[config.mk]
export PLATFORM = sky130hd
export DESIGN_NAME = base64_stream_codec_flat
export DESIGN_NICKNAME = d
export VERILOG_FILES = /design/src/rtl/core/b64_pkg.sv /design/src/rtl/core/b64_item_if.sv /design/src/rtl/core/b64_result_if.sv /design/src/rtl/core/b64_cfg_if.sv /design/src/rtl/core/b64_front.sv /design/src/rtl/core/b64_job_q.sv /design/src/rtl/core/b64_back.sv /design/src/rtl/core/base64_stream_codec.sv /design/src/flat_wrapper.sv
export SDC_FILE = /design/constraint.sdc
export NUM_CORES = 1
export LEC_CHECK = 0
export BUFFER_PORTS_ARGS = -buffer_cell sky130_fd_sc_hd__buf_2
export CAP_MARGIN = 20
export CORE_AREA = 2 2 123 125
export CTS_BUF_LIST = sky130_fd_sc_hd__clkbuf_8
export DETAILED_ROUTE_END_ITERATION = 10
export DIE_AREA = 0 0 125 127
export PLACE_DENSITY_LB_ADDON = 0.12
export SKIP_LAST_GASP = 1
export SYNTH_ARGS = -nofsm -noshare
export SYNTH_HDL_FRONTEND = slang
export SYNTH_SLANG_ARGS = --single-unit
[constraint.sdc]
create_clock -name clk -period 4.38 [get_ports clk]
set_input_delay 0.438 -clock clk [delete_from_list [all_inputs] [get_ports clk]]
set_output_delay 0.438 -clock clk [all_outputs]
set_load 0.1 [all_outputs]
[src/rtl/core/b64_pkg.sv]
// shared types, character codes and alphabet functions for the base64 codec
`default_nettype none

package b64_pkg;

    localparam logic [7:0] CHAR_PAD   = 8'h3D;
    localparam logic [7:0] CHAR_SPACE = 8'h20;
    localparam logic [7:0] CHAR_CR    = 8'h0D;
    localparam logic [7:0] CHAR_LF    = 8'h0A;

    localparam logic [1:0] STATUS_OK      = 2'd0;
    localparam logic [1:0] STATUS_BAD_LEN = 2'd1;
    localparam logic [1:0] STATUS_INVALID = 2'd2;

    localparam int JOB_MAX_BYTES = 4;

    // one classified item: up to four result bytes sharing one status
    typedef struct packed {
        logic [JOB_MAX_BYTES-1:0][7:0] bytes;
        logic [2:0]                    count;
        logic [1:0]                    status;
    } job_t;

    function automatic logic [7:0] sextet_char(input logic [5:0] v, input logic variant);
        logic [7:0] v8;
        v8 = {2'b00, v};
        if (v < 6'd26)
            return 8'h41 + v8;
        else if (v < 6'd52)
            return 8'h61 + (v8 - 8'd26);
        else if (v < 6'd62)
            return 8'h30 + (v8 - 8'd52);
        else if (v == 6'd62)
            return variant ? 8'h2D : 8'h2B;
        else
            return variant ? 8'h5F : 8'h2F;
    endfunction

    // 0..63 for a character in the alphabet, 64 otherwise
    function automatic logic [6:0] char_sextet(input logic [7:0] c, input logic variant);
        logic [7:0] c62;
        logic [7:0] c63;
        c62 = variant ? 8'h2D : 8'h2B;
        c63 = variant ? 8'h5F : 8'h2F;
        if (c >= 8'h41 && c <= 8'h5A)
            return 7'(c - 8'h41);
        else if (c >= 8'h61 && c <= 8'h7A)
            return 7'(c - 8'h61 + 8'd26);
        else if (c >= 8'h30 && c <= 8'h39)
            return 7'(c - 8'h30 + 8'd52);
        else if (c == c62)
            return 7'd62;
        else if (c == c63)
            return 7'd63;
        else
            return 7'd64;
    endfunction

endpackage

`default_nettype wire

[src/rtl/core/b64_item_if.sv]
// input item channel of the base64 codec
`default_nettype none

interface b64_item_if;
    logic       valid;
    logic       ready;
    logic       action;
    logic [7:0] data_byte;
    logic       last_item;

    modport source (output valid, action, data_byte, last_item, input ready);
    modport sink   (input valid, action, data_byte, last_item, output ready);
endinterface

`default_nettype wire

[src/rtl/core/b64_result_if.sv]
// result channel of the base64 codec
`default_nettype none

interface b64_result_if;
    logic       valid;
    logic       ready;
    logic [7:0] out_byte;
    logic       run_last;
    logic [1:0] status;

    modport source (output valid, out_byte, run_last, status, input ready);
    modport sink   (input valid, out_byte, run_last, status, output ready);
endinterface

`default_nettype wire

[src/rtl/core/b64_cfg_if.sv]
// configuration write channel of the base64 codec
`default_nettype none

interface b64_cfg_if;
    logic valid;
    logic ready;
    logic alphabet_variant;

    modport source (output valid, alphabet_variant, input ready);
    modport sink   (input valid, alphabet_variant, output ready);
endinterface

`default_nettype wire

[src/rtl/core/b64_front.sv]
// front end: accepts items, keeps group state and builds result jobs
`default_nettype none

module b64_front (
    input  wire logic        clk,
    input  wire logic        rst_n,
    input  wire logic        alphabet_variant,
    input  wire logic        q_full,
    b64_item_if.sink         item,
    output b64_pkg::job_t    job,
    output logic             job_push
);

    logic [23:0] gb_reg, gb_next;
    logic [1:0]  gc_reg, gc_next;
    logic        pad_reg, pad_next;
    logic [1:0]  tmf_reg, tmf_next;
    logic        inv_reg, inv_next;

    logic        accept;
    logic        has_job;
    logic [7:0]  c;
    logic [1:0]  pos_e, cnt_e;
    logic [23:0] ins_e, bits_e;
    logic        is_space, is_pad;
    logic [6:0]  dec_code;
    logic [5:0]  sextet_v;
    logic [23:0] ins_d, bits_d;
    logic [2:0]  n_d;
    logic        pad_d, inv_d;

    assign item.ready = !q_full;
    assign accept     = item.valid && !q_full;
    assign c          = item.data_byte;
    assign job_push   = accept && has_job;

    always_comb
    begin
        gb_next  = gb_reg;
        gc_next  = gc_reg;
        pad_next = pad_reg;
        tmf_next = tmf_reg;
        inv_next = inv_reg;
        job      = '0;
        has_job  = 1'b0;

        // encode: byte position, saturating at the third slot
        pos_e = (gc_reg == 2'd3) ? 2'd2 : gc_reg;
        cnt_e = pos_e + 2'd1;
        case (pos_e)
            2'd0:    ins_e = {c, 16'h0000};
            2'd1:    ins_e = {8'h00, c, 8'h00};
            default: ins_e = {16'h0000, c};
        endcase
        bits_e = gb_reg | ins_e;

        // decode: classify and place the sextet
        is_space = (c == b64_pkg::CHAR_SPACE) || (c == b64_pkg::CHAR_CR)
                   || (c == b64_pkg::CHAR_LF);
        is_pad   = (c == b64_pkg::CHAR_PAD);
        dec_code = b64_pkg::char_sextet(c, alphabet_variant);
        sextet_v = dec_code[6] ? 6'h3F : dec_code[5:0];
        case (tmf_reg)
            2'd0:    ins_d = {sextet_v, 18'h0};
            2'd1:    ins_d = {6'h00, sextet_v, 12'h000};
            2'd2:    ins_d = {12'h000, sextet_v, 6'h00};
            default: ins_d = {18'h0, sextet_v};
        endcase
        n_d    = {1'b0, gc_reg};
        bits_d = gb_reg;
        pad_d  = pad_reg;
        inv_d  = inv_reg;
        if (!pad_reg)
        begin
            if (is_pad)
            begin
                pad_d = 1'b1;
            end
            else
            begin
                inv_d  = inv_reg | dec_code[6];
                bits_d = gb_reg | ins_d;
                n_d    = n_d + 3'd1;
            end
        end

        if (!item.action)
        begin
            for (int i = 0; i < b64_pkg::JOB_MAX_BYTES; i++)
            begin
                job.bytes[i] = ((cnt_e == 2'd3) || (3'(i) <= {1'b0, cnt_e}))
                    ? b64_pkg::sextet_char(bits_e[23-6*i -: 6], alphabet_variant)
                    : b64_pkg::CHAR_PAD;
            end
            job.status = b64_pkg::STATUS_OK;
            if ((cnt_e == 2'd3) || item.last_item)
            begin
                job.count = 3'd4;
                has_job   = 1'b1;
                gb_next   = '0;
                gc_next   = '0;
                pad_next  = 1'b0;
                tmf_next  = '0;
                inv_next  = 1'b0;
            end
            else
            begin
                gc_next = cnt_e;
                gb_next = bits_e;
            end
        end
        else
        begin
            if (!is_space)
            begin
                gb_next  = bits_d;
                gc_next  = n_d[1:0];
                pad_next = pad_d;
                tmf_next = tmf_reg + 2'd1;
                inv_next = inv_d;
                if (tmf_reg == 2'd3)
                begin
                    job.status = inv_d ? b64_pkg::STATUS_INVALID : b64_pkg::STATUS_OK;
                    for (int i = 0; i < 3; i++)
                    begin
                        job.bytes[i] = bits_d[23-8*i -: 8];
                    end
                    if (n_d >= 3'd2)
                    begin
                        job.count = n_d - 3'd1;
                        has_job   = 1'b1;
                    end
                    else if (inv_d)
                    begin
                        job.bytes[0] = 8'h00;
                        job.count    = 3'd1;
                        has_job      = 1'b1;
                    end
                    gb_next  = '0;
                    gc_next  = '0;
                    pad_next = 1'b0;
                    tmf_next = '0;
                    inv_next = 1'b0;
                end
            end
            if (item.last_item)
            begin
                // end of message: report leftover characters as a length error, then clear the group
                if (tmf_next != 2'd0)
                begin
                    job.bytes  = '0;
                    job.count  = 3'd1;
                    job.status = b64_pkg::STATUS_BAD_LEN;
                    has_job    = 1'b1;
                end
                gb_next  = '0;
                gc_next  = '0;
                pad_next = 1'b0;
                tmf_next = '0;
                inv_next = 1'b0;
            end
        end
    end

    always_ff @(posedge clk or negedge rst_n)
    begin
        if (!rst_n)
        begin
            gb_reg  <= '0;
            gc_reg  <= '0;
            pad_reg <= 1'b0;
            tmf_reg <= '0;
            inv_reg <= 1'b0;
        end
        else if (accept)
        begin
            gb_reg  <= gb_next;
            gc_reg  <= gc_next;
            pad_reg <= pad_next;
            tmf_reg <= tmf_next;
            inv_reg <= inv_next;
        end
    end

endmodule

`default_nettype wire

[src/rtl/core/b64_job_q.sv]
// small job queue between front end and serializer
`default_nettype none

module b64_job_q #(
    parameter int DEPTH = 2
) (
    input  wire logic          clk,
    input  wire logic          rst_n,
    input  wire logic          push,
    input  wire b64_pkg::job_t wr_data,
    output logic               full,
    input  wire logic          pop,
    output b64_pkg::job_t      rd_data,
    output logic               empty
);

    localparam int PTR_W = (DEPTH > 1) ? $clog2(DEPTH) : 1;
    localparam int CNT_W = $clog2(DEPTH + 1);

    b64_pkg::job_t    mem [DEPTH];
    logic [PTR_W-1:0] wr_ptr_reg, wr_ptr_next;
    logic [PTR_W-1:0] rd_ptr_reg, rd_ptr_next;
    logic [CNT_W-1:0] cnt_reg, cnt_next;

    assign full    = (cnt_reg == CNT_W'(DEPTH));
    assign empty   = (cnt_reg == '0);
    assign rd_data = mem[rd_ptr_reg];

    always_comb
    begin
        wr_ptr_next = wr_ptr_reg;
        rd_ptr_next = rd_ptr_reg;
        cnt_next    = cnt_reg;
        if (push)
            wr_ptr_next = (wr_ptr_reg == PTR_W'(DEPTH - 1)) ? '0 : wr_ptr_reg + PTR_W'(1);
        if (pop)
            rd_ptr_next = (rd_ptr_reg == PTR_W'(DEPTH - 1)) ? '0 : rd_ptr_reg + PTR_W'(1);
        if (push && !pop)
            cnt_next = cnt_reg + CNT_W'(1);
        else if (pop && !push)
            cnt_next = cnt_reg - CNT_W'(1);
    end

    always_ff @(posedge clk or negedge rst_n)
    begin
        if (!rst_n)
        begin
            wr_ptr_reg <= '0;
            rd_ptr_reg <= '0;
            cnt_reg    <= '0;
        end
        else
        begin
            wr_ptr_reg <= wr_ptr_next;
            rd_ptr_reg <= rd_ptr_next;
            cnt_reg    <= cnt_next;
        end
    end

    always_ff @(posedge clk)
    begin
        if (push)
            mem[wr_ptr_reg] <= wr_data;
    end

endmodule

`default_nettype wire

[src/rtl/core/b64_back.sv]
// back end: serializes queued jobs into result beats
`default_nettype none

module b64_back (
    input  wire logic          clk,
    input  wire logic          rst_n,
    input  wire b64_pkg::job_t head,
    input  wire logic          empty,
    output logic               pop,
    b64_result_if.source       result
);

    logic       valid_reg, valid_next;
    logic [1:0] idx_reg, idx_next;
    logic [7:0] byte_reg;
    logic       last_reg;
    logic [1:0] status_reg;
    logic       load;
    logic       at_end;

    assign load   = !empty && (!valid_reg || result.ready);
    assign at_end = ({1'b0, idx_reg} == (head.count - 3'd1));
    assign pop    = load && at_end;

    always_comb
    begin
        valid_next = valid_reg;
        idx_next   = idx_reg;
        if (load)
        begin
            valid_next = 1'b1;
            idx_next   = at_end ? 2'd0 : idx_reg + 2'd1;
        end
        else if (result.ready)
        begin
            valid_next = 1'b0;
        end
    end

    always_ff @(posedge clk or negedge rst_n)
    begin
        if (!rst_n)
        begin
            valid_reg <= 1'b0;
            idx_reg   <= '0;
        end
        else
        begin
            valid_reg <= valid_next;
            idx_reg   <= idx_next;
        end
    end

    always_ff @(posedge clk)
    begin
        if (load)
        begin
            byte_reg   <= head.bytes[idx_reg];
            last_reg   <= at_end;
            status_reg <= head.status;
        end
    end

    assign result.valid    = valid_reg;
    assign result.out_byte = byte_reg;
    assign result.run_last = last_reg;
    assign result.status   = status_reg;

endmodule

`default_nettype wire

[src/rtl/core/base64_stream_codec.sv]
// top level of the streaming base64 encoder / decoder
// path: with an idle back end, the job of an input beat is written into the queue,
//   then the back end loads its first byte into the output register and raises valid
// throughput: one input beat per cycle while the job queue has room, one result beat out
//   per cycle while ready is high; the serializer paces it (four beats per encode group)
// reset: rst_n clears group state, the queue, the output valid flag and selects the
//   standard alphabet
`default_nettype none

module base64_stream_codec #(
    parameter int QUEUE_DEPTH = 2
) (
    input  wire logic clk,
    input  wire logic rst_n,
    b64_cfg_if.sink   cfg,
    b64_item_if.sink  item,
    b64_result_if.source result
);

    // alphabet select, to be written only while the codec is idle; the block itself does not enforce this
    logic alphabet_reg, alphabet_next;

    // front to queue
    b64_pkg::job_t job;
    logic          job_push;
    logic          q_full;

    // queue to back
    b64_pkg::job_t head;
    logic          q_empty;
    logic          q_pop;

    assign cfg.ready     = 1'b1;
    assign alphabet_next = (cfg.valid) ? cfg.alphabet_variant : alphabet_reg;

    always_ff @(posedge clk or negedge rst_n)
    begin
        if (!rst_n)
            alphabet_reg <= 1'b0;
        else
            alphabet_reg <= alphabet_next;
    end

    // front end: classify the beat, update group state, build the job
    b64_front u_front (
        .clk              (clk),
        .rst_n            (rst_n),
        .alphabet_variant (alphabet_reg),
        .q_full           (q_full),
        .item             (item),
        .job              (job),
        .job_push         (job_push)
    );

    // decoupling queue, lets the front keep taking beats while results drain
    b64_job_q #(
        .DEPTH (QUEUE_DEPTH)
    ) u_queue (
        .clk     (clk),
        .rst_n   (rst_n),
        .push    (job_push),
        .wr_data (job),
        .full    (q_full),
        .pop     (q_pop),
        .rd_data (head),
        .empty   (q_empty)
    );

    // back end: one result beat per cycle from the head job while the result side is ready
    b64_back u_back (
        .clk    (clk),
        .rst_n  (rst_n),
        .head   (head),
        .empty  (q_empty),
        .pop    (q_pop),
        .result (result)
    );

    // a job never goes into a full queue
    assert property (@(posedge clk) disable iff (!rst_n) job_push |-> !q_full)
        else $error("job pushed into full queue");

    // every pushed job carries one to four result bytes
    assert property (@(posedge clk) disable iff (!rst_n)
        job_push |-> (job.count != 3'd0 && job.count <= 3'd4))
        else $error("job with bad result count");

    // a length error is a lone zero beat closing its item
    assert property (@(posedge clk) disable iff (!rst_n)
        (result.valid && result.status == b64_pkg::STATUS_BAD_LEN)
        |-> (result.out_byte == 8'h00 && result.run_last))
        else $error("bad length beat malformed");

    // the head job is only popped from a non-empty queue
    assert property (@(posedge clk) disable iff (!rst_n) q_pop |-> !q_empty)
        else $error("pop from empty queue");

endmodule

`default_nettype wire

[src/flat_wrapper.sv]
// flat-port wrapper written by rule: the top's interface ports become plain ports
module base64_stream_codec_flat 
#(
    parameter int QUEUE_DEPTH = 2
)
  (clk, rst_n, cfg_valid, cfg_alphabet_variant, cfg_ready, item_valid, item_action, item_data_byte, item_last_item, item_ready, result_valid, result_out_byte, result_run_last, result_status, result_ready);
  b64_cfg_if cfg_i ();
  b64_item_if item_i ();
  b64_result_if result_i ();
  input  wire logic clk;
  input  wire logic rst_n;
  input wire logic [$bits(cfg_i.valid)-1:0] cfg_valid;
  input wire logic [$bits(cfg_i.alphabet_variant)-1:0] cfg_alphabet_variant;
  output wire logic [$bits(cfg_i.ready)-1:0] cfg_ready;
  input wire logic [$bits(item_i.valid)-1:0] item_valid;
  input wire logic [$bits(item_i.action)-1:0] item_action;
  input wire logic [$bits(item_i.data_byte)-1:0] item_data_byte;
  input wire logic [$bits(item_i.last_item)-1:0] item_last_item;
  output wire logic [$bits(item_i.ready)-1:0] item_ready;
  output wire logic [$bits(result_i.valid)-1:0] result_valid;
  output wire logic [$bits(result_i.out_byte)-1:0] result_out_byte;
  output wire logic [$bits(result_i.run_last)-1:0] result_run_last;
  output wire logic [$bits(result_i.status)-1:0] result_status;
  input wire logic [$bits(result_i.ready)-1:0] result_ready;
  assign cfg_i.valid = cfg_valid;
  assign cfg_i.alphabet_variant = cfg_alphabet_variant;
  assign cfg_ready = cfg_i.ready;
  assign item_i.valid = item_valid;
  assign item_i.action = item_action;
  assign item_i.data_byte = item_data_byte;
  assign item_i.last_item = item_last_item;
  assign item_ready = item_i.ready;
  assign result_valid = result_i.valid;
  assign result_out_byte = result_i.out_byte;
  assign result_run_last = result_i.run_last;
  assign result_status = result_i.status;
  assign result_i.ready = result_ready;
  base64_stream_codec #(.QUEUE_DEPTH(QUEUE_DEPTH)) u_core (.clk(clk), .rst_n(rst_n), .cfg(cfg_i), .item(item_i), .result(result_i));
endmodule
; ---- After elaboration in Yosys (flattened, before gate mapping)
; Memory sizes are Yosys's and may differ from the RTL's.
; Index checks and enable logic that the tools add are counted.
; W data, S select, Z words.
[classes]
add_sub_neg = 35
n_lt_le_gt_ge = 23
eq_ne = 19
mux = 92
bitwise = 3
reduce_logical = 31
[op_table]
columns = op, count
row1 = $mux W24, 7
row2 = $mux W8, 17
row3 = $mux W29, 4
row4 = $pmux W24 S3, 1
row5 = $mux W7, 10
row6 = $lt A6 B6 Y1 const B, 8
row7 = $or A24 B24 Y24, 2
row8 = $pmux W24 S2, 1
row9 = $mux W37, 1
row10 = $add A7 B6 Y8 const A, 4
row11 = $add A7 B7 Y8 const A, 4
row12 = $add A7 B8 Y8 const A, 4
row13 = $mux W2, 16
row14 = $sub A6 B5 Y7 const B, 4
row15 = $sub A6 B6 Y7 const B, 4
row16 = $mux W1, 27
row17 = $eq A6 B6 Y1 const B, 4
row18 = $lt A6 B5 Y1 const B, 4
row19 = $bmux W8 S2, 1
row20 = $eq A8 B4 Y1 const B, 2
row21 = $eq A8 B6 Y1 const B, 2
row22 = $ge A8 B7 Y1 const B, 2
row23 = $le A8 B7 Y1 const B, 2
row24 = $mux W3, 5
row25 = other kinds (31), 67
[totals]
register_bits = 49
mem_bits_rw = 74
in_bits = 16
out_inout_bits = 14
n_memories = 1
[memory_table]
columns = memory, depth, word_bits, read_ports, rd_ports_with_merged_regs, wr, line
row1 = u_core.u_queue.mem, 2, 37, 1, 0, 1, b64_job_q.sv:20  ; b64_pkg::job_t mem [DEPTH];

; ---- Longest topological paths before layout
; Gate-level depths: netlist of run 1.
[logic_depth]
ltp_word = 22
mapped_depth = 15
ltp_nobuf = 13

; ---- Hierarchy
; A second synthesis of run 1 with hierarchy kept.
[unflattened]
cells_unflattened = 958
area_unflattened_um2 = 9489.1
[by_module_without_submodules]
columns = mod, n_inst, cells_each, area_each_um2, seq_area_each_um2
row1 = b64_front, 1, 780, 5754.3, 750.7
row2 = b64_job_q, 1, 131, 2939.1, 2322.2
row3 = b64_back, 1, 43, 744.5, 405.4
row4 = base64_stream_codec, 1, 4, 51.3, 25.0

; ---- Least setup slack after synthesis of run 1
; OpenSTA, ideal clock, no wires.
[synth_path]
path_type = input to register
start = input item_data_byte[2]
end = memory u_core.u_queue.mem[0][0] (netlist bit) (enable)
setup_ns = 0.436
t_arrival_ns = 4.002
required_time_ns = 3.944
setup_slack_ns = -0.058
path_stages = 10
n_path_buf = 1
cell_sequence = buf_2 -> inv_1 -> ha_1 -> and2_1 -> a22oi_2 -> o311ai_2 -> o41ai_2 -> o21ai_1 -> a21oi_2 -> nor2b_1
[synth_via]
elab_chain_cells = 19
word_cells_on_any_way = 46
cone_classes = 5 x add/sub / 7 x order compare / 6 x eq/ne / 20 x mux / 1 x bitwise / 7 x reduce/logical
[synth_lines]
columns = item, line
row1 = start: declaration, flat_wrapper.sv:17  ; input wire logic [$bits(item_i.data_byte)-1:0] item_data_byte;
row2 = "parallel branches: the longest is 14 deep, another holds $sub A7 B6 Y7", --
row3 = $mux W1 *, b64_front.sv:146  ; if (item.last_item)
row4 = $mux W1 *, b64_front.sv:87  ; if (!item.action)
row5 = $logic_and A1 B1 Y1 *, b64_front.sv:35  ; assign job_push = accept && has_job;
row6 = net u_core.job_push, base64_stream_codec.sv:25  ; logic job_push;
row7 = $mux W1 *, b64_job_q.sv:62  ; if (push)
row8 = $mux W1 (not written as such) *, b64_job_q.sv:63  ; mem[wr_ptr_reg] <= wr_data;
row9 = end: declaration, b64_job_q.sv:20
; Mark *: on every way through the listed nets, which the timed path passes. The select of a mux whose other input is x is not followed.

==> results of run 1 <==
[cell families (layout without fill, tap and decap cells)]
family | after synthesis | after routing | synth area share
other | 1 | 1 | 0.000418
XOR/XNOR | 56 | 56 | 0.0547
adder cells (fa/ha/maj) | 61 | 61 | 0.0848
multiplexers | 29 | 29 | 0.0561
AND/OR/NAND/NOR | 269 | 269 | 0.146
flip-flops | 123 | 123 | 0.391
buffers and inverters | 77 | 103 | 0.0370
AO/OA/AOI/OAI | 299 | 299 | 0.230
[layout by cell type (no fill, tap or decap), types with 7 or more instances in the layout]
cell type	n
buf_4	14
ha_1	60
a211oi_1	16
nand2b_1	10
dfrtp_1	38
a21o_1	21
and2_1	12
nor3_1	15
mux2_2	10
a21oi_1	80
nand2_1	82
nor2_1	75
xor2_1	18
xnor2_1	38
mux4_2	16
a31oi_1	9
buf_2	28
o21ai_0	54
edfxtp_1	85
clkbuf_8	17
inv_1	27
o22ai_1	16
a21oi_2	7
nand3_1	21
[final cells by class]
| class | instances | area (um^2) |
|---|---|---|
| Inverter | 29 | 109 |
| Fill cell | 1168 | 4800 |
| Sequential cell | 123 | 3500 |
| Clock inverter | 15 | 163 |
| Tap cell | 184 | 230 |
| Multi-Input combinational cell | 715 | 5140 |
| Timing Repair Buffer | 42 | 245 |
| Clock buffer | 17 | 234 |
[where the power goes]
group	total (mW)	switching, mW	internal [mW]	leakage (nW)
logic	4.44	2.87	1.57	2.27
clock network	1.01	0.498	0.515	0.200
registers	1.96	0.249	1.71	1.29
total	7.41	3.62	3.80	3.76
[metrics by stage]
stage / utilization / std cells / instance area [um^2] / total power [mW]
finish: 0.667 / 1125 / 9630 / 7.41
global route: 0.667 / 1125 / 9630 / 7.89
CTS: 0.667 / 1125 / 9630 / 7.34
detailed placement: 0.640 / 1093 / 9230 / 6.31
global placement: 0.640 / 1093 / 9230 / 6.20
floorplan: - / 915 / 8970 / 5.32
[worst max-delay path, stage by stage, from the launching register on]
cell	delay, ns
dfrtp_1	0.41
inv_1	0.13
ha_1	0.68
nor2_4	0.21
a21oi_1	0.78
ha_1	0.35
o31a_1	0.24
nor2_1	0.14
a2111oi_0	0.78
[per-layer routing]
metal,GRT usage,part of all wire
met1,0.448,0.42
met2,0.505,0.46
met3,0.0519,0.090
met4,0.0882,0.023
met5,0,0
[worst max path at each step]
stage | startpoint | endpoint | slack [ns]
finish | u_core.u_front.gc_reg[1] | u_core.u_queue.mem[1][30] | 0.34
global route | u_core.u_front.gc_reg[1] | u_core.u_queue.mem[0][27] | 0.13
CTS | u_core.u_front.gc_reg[0] | u_core.u_queue.mem[0][27] | 0.49
detailed placement | u_core.u_front.gc_reg[0] | u_core.u_queue.mem[1][30] | 0.52
global placement | u_core.u_front.gc_reg[0] | u_core.u_queue.mem[1][30] | 0.58
floorplan | item_data_byte[2] | u_core.u_queue.mem[0][0] | 0.63
==> metrics, run 1 <==
status=complete, no violations; Post-CTS Resized=0; DIE AREA=approximately 16000 um^2; CTS hold repair buffers=0; via count=roughly 7700; Worst R2R Setup Slack=~0.34 ns; reg2reg path depth=8; crit path launch type=register; DRT iter0 DRCs=about 900; cts bufs inserted=17; WL per Instance=22.1 um; Pwr Density=about 770 nW/um^2; first-pass GRT wire length=roughly 40000 um; sequential area share after synthesis=0.391; Post-synth top cells=edfxtp_1, nand2_1, a21oi_1; origin of the critical flop-to-flop path=u_core.u_front.gc_reg[1]; clk_lat worst skew=0.44 ns; IO Count=30; mean post-synth cell area=just under 10 um^2; layout cells sized above 1=0.140; Avg Vias per Cell=just under 7; most frequent cell after synthesis=edfxtp_1; final setup fails=0; grt total ovfl=0; Synth Flop Type=edfxtp_1; number of I/O port buffers=28; Final min period=4.04 ns; Pleak=around 3.8 nW; antenna cells=0; Slew headroom=0.354; crit path DAT=roughly 4.2 ns; net count after synthesis=991; Clock Path Buffers=2; DRT Wirelength=about 25000 um; H-tree depth=4; largest net degree at the start of global routing=39; die width=125 um; Max Cap Violations=0; Reg clk slew, reported paths=roughly 0.080 ns; worst slew pin tran=0.969 ns; ys async rst share=0.309; Post-DRT Antenna Nets=0; Setup TNS Final=0 ns; CTS root buf=clkbuf_8; Cells after Synth=915; DP Worst Slack=~0.52 ns; f_max=approximately 0.25 GHz; Max Slew Vio Count=0; Ys Warns=0; core area=between 10000 and 15000 um^2; FP Rows=44; CP Max Fanout=16; VDD IR max=between 300 and 400 uV; Num Clock Sinks=~120; worst min path class=input port to asynchronous set/reset pin; Overall Global Routing Usage=0.315; type of the worst setup path=register to register; DRC=0; DPL Wire Length=approximately 18000 um; final period utilization=0.922; synth unique cells=90; max reg flops=74; die height=roughly 130 um; First-pass DRT Iterations=5; Post-synth EDFFs=85; initial antenna violation count=0; Final Hold Viols=0; Final #Nets=1004; synthesized flop and latch total=roughly 120; Worst Setup End Kind=register; Area contributors post-synth=edfxtp_1, dfrtp_1, ha_1; Post-CTS Repair Setup Buffers=0; Reg2Reg Capture Point=u_core.u_queue.mem[1][30]; number of global-route vias before repair=around 7200; top-area cell type share of the netlist area=0.285; RD Place Congestion=0.975; largest area contributor in the netlist=edfxtp_1; Final WS setup=0.342 ns; CTS tree=built; Initial Utilization=0.622; RSZ-0062 raised after global routing=no; hold_ws=around 0.14 ns; Post-Syn Area=8970 um^2; Req. time, crit path=4.51 ns; Clock Skews=0.0132 ns; Area Growth Syn to Fin=7.37%
No activity file was read; power rests on OpenSTA's default activity.
==> run 2: changes to the inputs <==
CTS_BUF_LIST = sky130_fd_sc_hd__clkbuf_16   (was sky130_fd_sc_hd__clkbuf_8)
REMOVE_ABC_BUFFERS = 1   (was not set)
==> run 2 against run 1 <==
- flip-flop and latch count is the same
- largest power group unchanged
- via count increased by 2.4%
- combinational power up 2%
- fmax grew 1.9%
- cell count grew 0.27%
- clock power is 36% higher
- core utilization is 1.6 points higher
- clock skew fell by 0.0016 ns
- largest cell class unchanged
- non-clock buffer count increased by 3
==> metrics, run 2 (synthesis gave the netlist of run 1 again) <==
Worst R2R Setup Slack=0.42 ns (+0.08 ns); Avg Vias per Cell=6.98 (+2.1%); core area=14400 um^2 (unchanged); most common cell after layout, fill and taps aside=edfxtp_1; Final Hold Viols=0 (unchanged); die width=125 um (unchanged); die height=127 um (unchanged); f_max=0.252 GHz (+1.9%); Hold Startpoint=cfg_valid; DRT iter0 DRCs=1033 (+15%); number of global-route vias before repair=7431 (+3.8%); final design utilization=0.683 (+0.0160); fill cell count=1149 (-1.6%); Post-DRT Antenna Nets=0 (unchanged); hold path cells=2; Max Slew Vio Count=0 (unchanged); Num Clock Sinks=123 (unchanged); Setup TNS Final=0 ns (unchanged); initial antenna violation count=0 (unchanged); Req. time, crit path=4.63 ns (+0.12 ns); first-pass GRT wire length=41600 um (+5.1%); IO Count=30 (unchanged); grt total ovfl=0 (unchanged); Area Growth Syn to Fin=9.94%; crit path DAT=4.22 ns (+0.05 ns); Clock Skews=0.0116 ns (-0.00165 ns); Clock Path Buffers=2 (unchanged); final period utilization=0.905 (-0.0173); largest net degree at the start of global routing=39 (unchanged); DPL Wire Length=18400 um (+2.5%); DIE AREA=15900 um^2 (unchanged); DRT Wirelength=26100 um (+4.9%); RSZ-0062 raised after global routing=no; WL per Instance=23.2 um (+4.6%); DRC=0 (unchanged); type of the worst setup path=register to register; CTS tree=built; layout cells sized above 1=0.143 (+0.00273); origin of the critical flop-to-flop path=u_core.u_front.gc_reg[1]; max reg flops=74 (unchanged); Reg clk slew, reported paths=0.07 ns (about the same); RD Place Congestion=0.986 (+1.1%); Initial Utilization=0.622 (unchanged); Pleak=3.86 nW (+2.7%); CP Max Fanout=16 (unchanged); Worst Setup End Kind=register; First-pass DRT Iterations=5 (unchanged); Slew headroom=0.339 (-0.0146); Post-CTS Repair Setup Buffers=0 (unchanged); VDD IR max=348 uV (-1.4%); status=complete, no violations; Max Cap Violations=0 (unchanged); Reg2Reg Capture Point=u_core.u_queue.mem[1][27]; worst slew pin tran=0.991 ns (+0.0219 ns); FP Rows=44 (unchanged); worst hold endpoint=u_core.alphabet_reg; crit path launch type=register; Pwr Density=798 nW/um^2 (+3.6%); CTS root buf=clkbuf_16; commonest non-fill, non-tap cells in the layout=edfxtp_1, nand2_1, a21oi_1; number of I/O port buffers=28 (unchanged); final setup fails=0 (unchanged); reg2reg path depth=11 (+3); cts bufs inserted=17 (unchanged); clk_lat worst skew=0.43 ns (about the same); via count=7878 (+2.4%); worst min path class=input port to register; H-tree depth=4 (unchanged); Final min period=3.96 ns (-0.0757 ns); Final #Nets=1007 (+0.30%); antenna cells=0 (unchanged); Overall Global Routing Usage=0.333 (+0.0180)
==> run 2: cell count changes in the layout (fill, tap and decap cells not counted), moves of 2 or more <==
cell | before | now
clkbuf_8 | 17 | 0
clkbuf_16 | 0 | 17
buf_12 | 0 | 2
inv_8 | 0 | 2
==> run 2: power breakdown <==
part / switching [mW] / leakage (nW) / internal [mW]
logic: 2.93 / 2.29 / 1.60
clock network: 0.576 / 0.279 / 0.798
registers: 0.242 / 1.29 / 1.72
==> run 2: layer usage <==
metal,wire [um],GRT usage
met2,12500,0.547
met1,10500,0.453
met4,569,0.108
met5,0,0
met3,2580,0.0599
==> run 2: timing repair <==
item	in CTS	in global routing
hold endpoints to repair	0	6
hold buffers	0	1
gates resized for setup	0	0
==> run 2: worst max-delay path by stage <==
stage | cells after the start | from | slack [ns] | end
CTS | 11 | u_core.u_front.gc_reg[1] | 0.46 | u_core.u_queue.mem[1][27]
global route | 12 | u_core.u_front.gc_reg[1] | 0.07 | u_core.u_queue.mem[0][28]
finish | 11 | u_core.u_front.gc_reg[1] | 0.42 | u_core.u_queue.mem[1][27]
global placement | 11 | u_core.u_front.gc_reg[1] | 0.53 | u_core.u_queue.mem[0][27]
detailed placement | 11 | u_core.u_front.gc_reg[1] | 0.49 | u_core.u_queue.mem[0][27]
floorplan | 9 | item_data_byte[2] | 0.15 | u_core.u_queue.mem[0][0]
==> run 2: through the flow <==
| step | cells | power (mW) | hold slack, ns | setup WS (ns) | area [um^2] |
|---|---|---|---|---|---|
| 6_report | 1128 | 7.86 | 0.207 | 0.417 | 9860 |
| 5_1_grt | 1128 | 8.32 | 0.236 | 0.0732 | 9860 |
| 4_1_cts | 1125 | 7.75 | 0.210 | 0.457 | 9820 |
| 3_5_place_dp | 1093 | 6.34 | 0.499 | 0.486 | 9240 |
| 3_3_place_gp | 1093 | 6.22 | 0.484 | 0.525 | 9240 |
| 2_1_floorplan | 867 | 5.23 | 0.142 | 0.150 | 8740 |
==> run 2: area by class of cell <==
class	instances	area, um^2	share of cell area
flip-flops and latches	123	3500	0.355
inverters	29	109	0.0110
clock inverters	15	151	0.0154
clock buffers	17	425	0.0432
well taps	184	230	0.0234
repair buffers	45	295	0.0300
multi-input cells	715	5140	0.522
==> run 2: critical path: stages, from the launching register on <==
cell       delay (ns)
dfrtp_1          0.40
inv_1            0.13
ha_1             0.63
a21o_1           0.38
inv_1            0.21
ha_1             0.24
a21o_1           0.18
a31oi_1          0.51
nor4_1           0.14
a21o_1           0.19
a2111oi_0        0.50
a221o_1          0.29
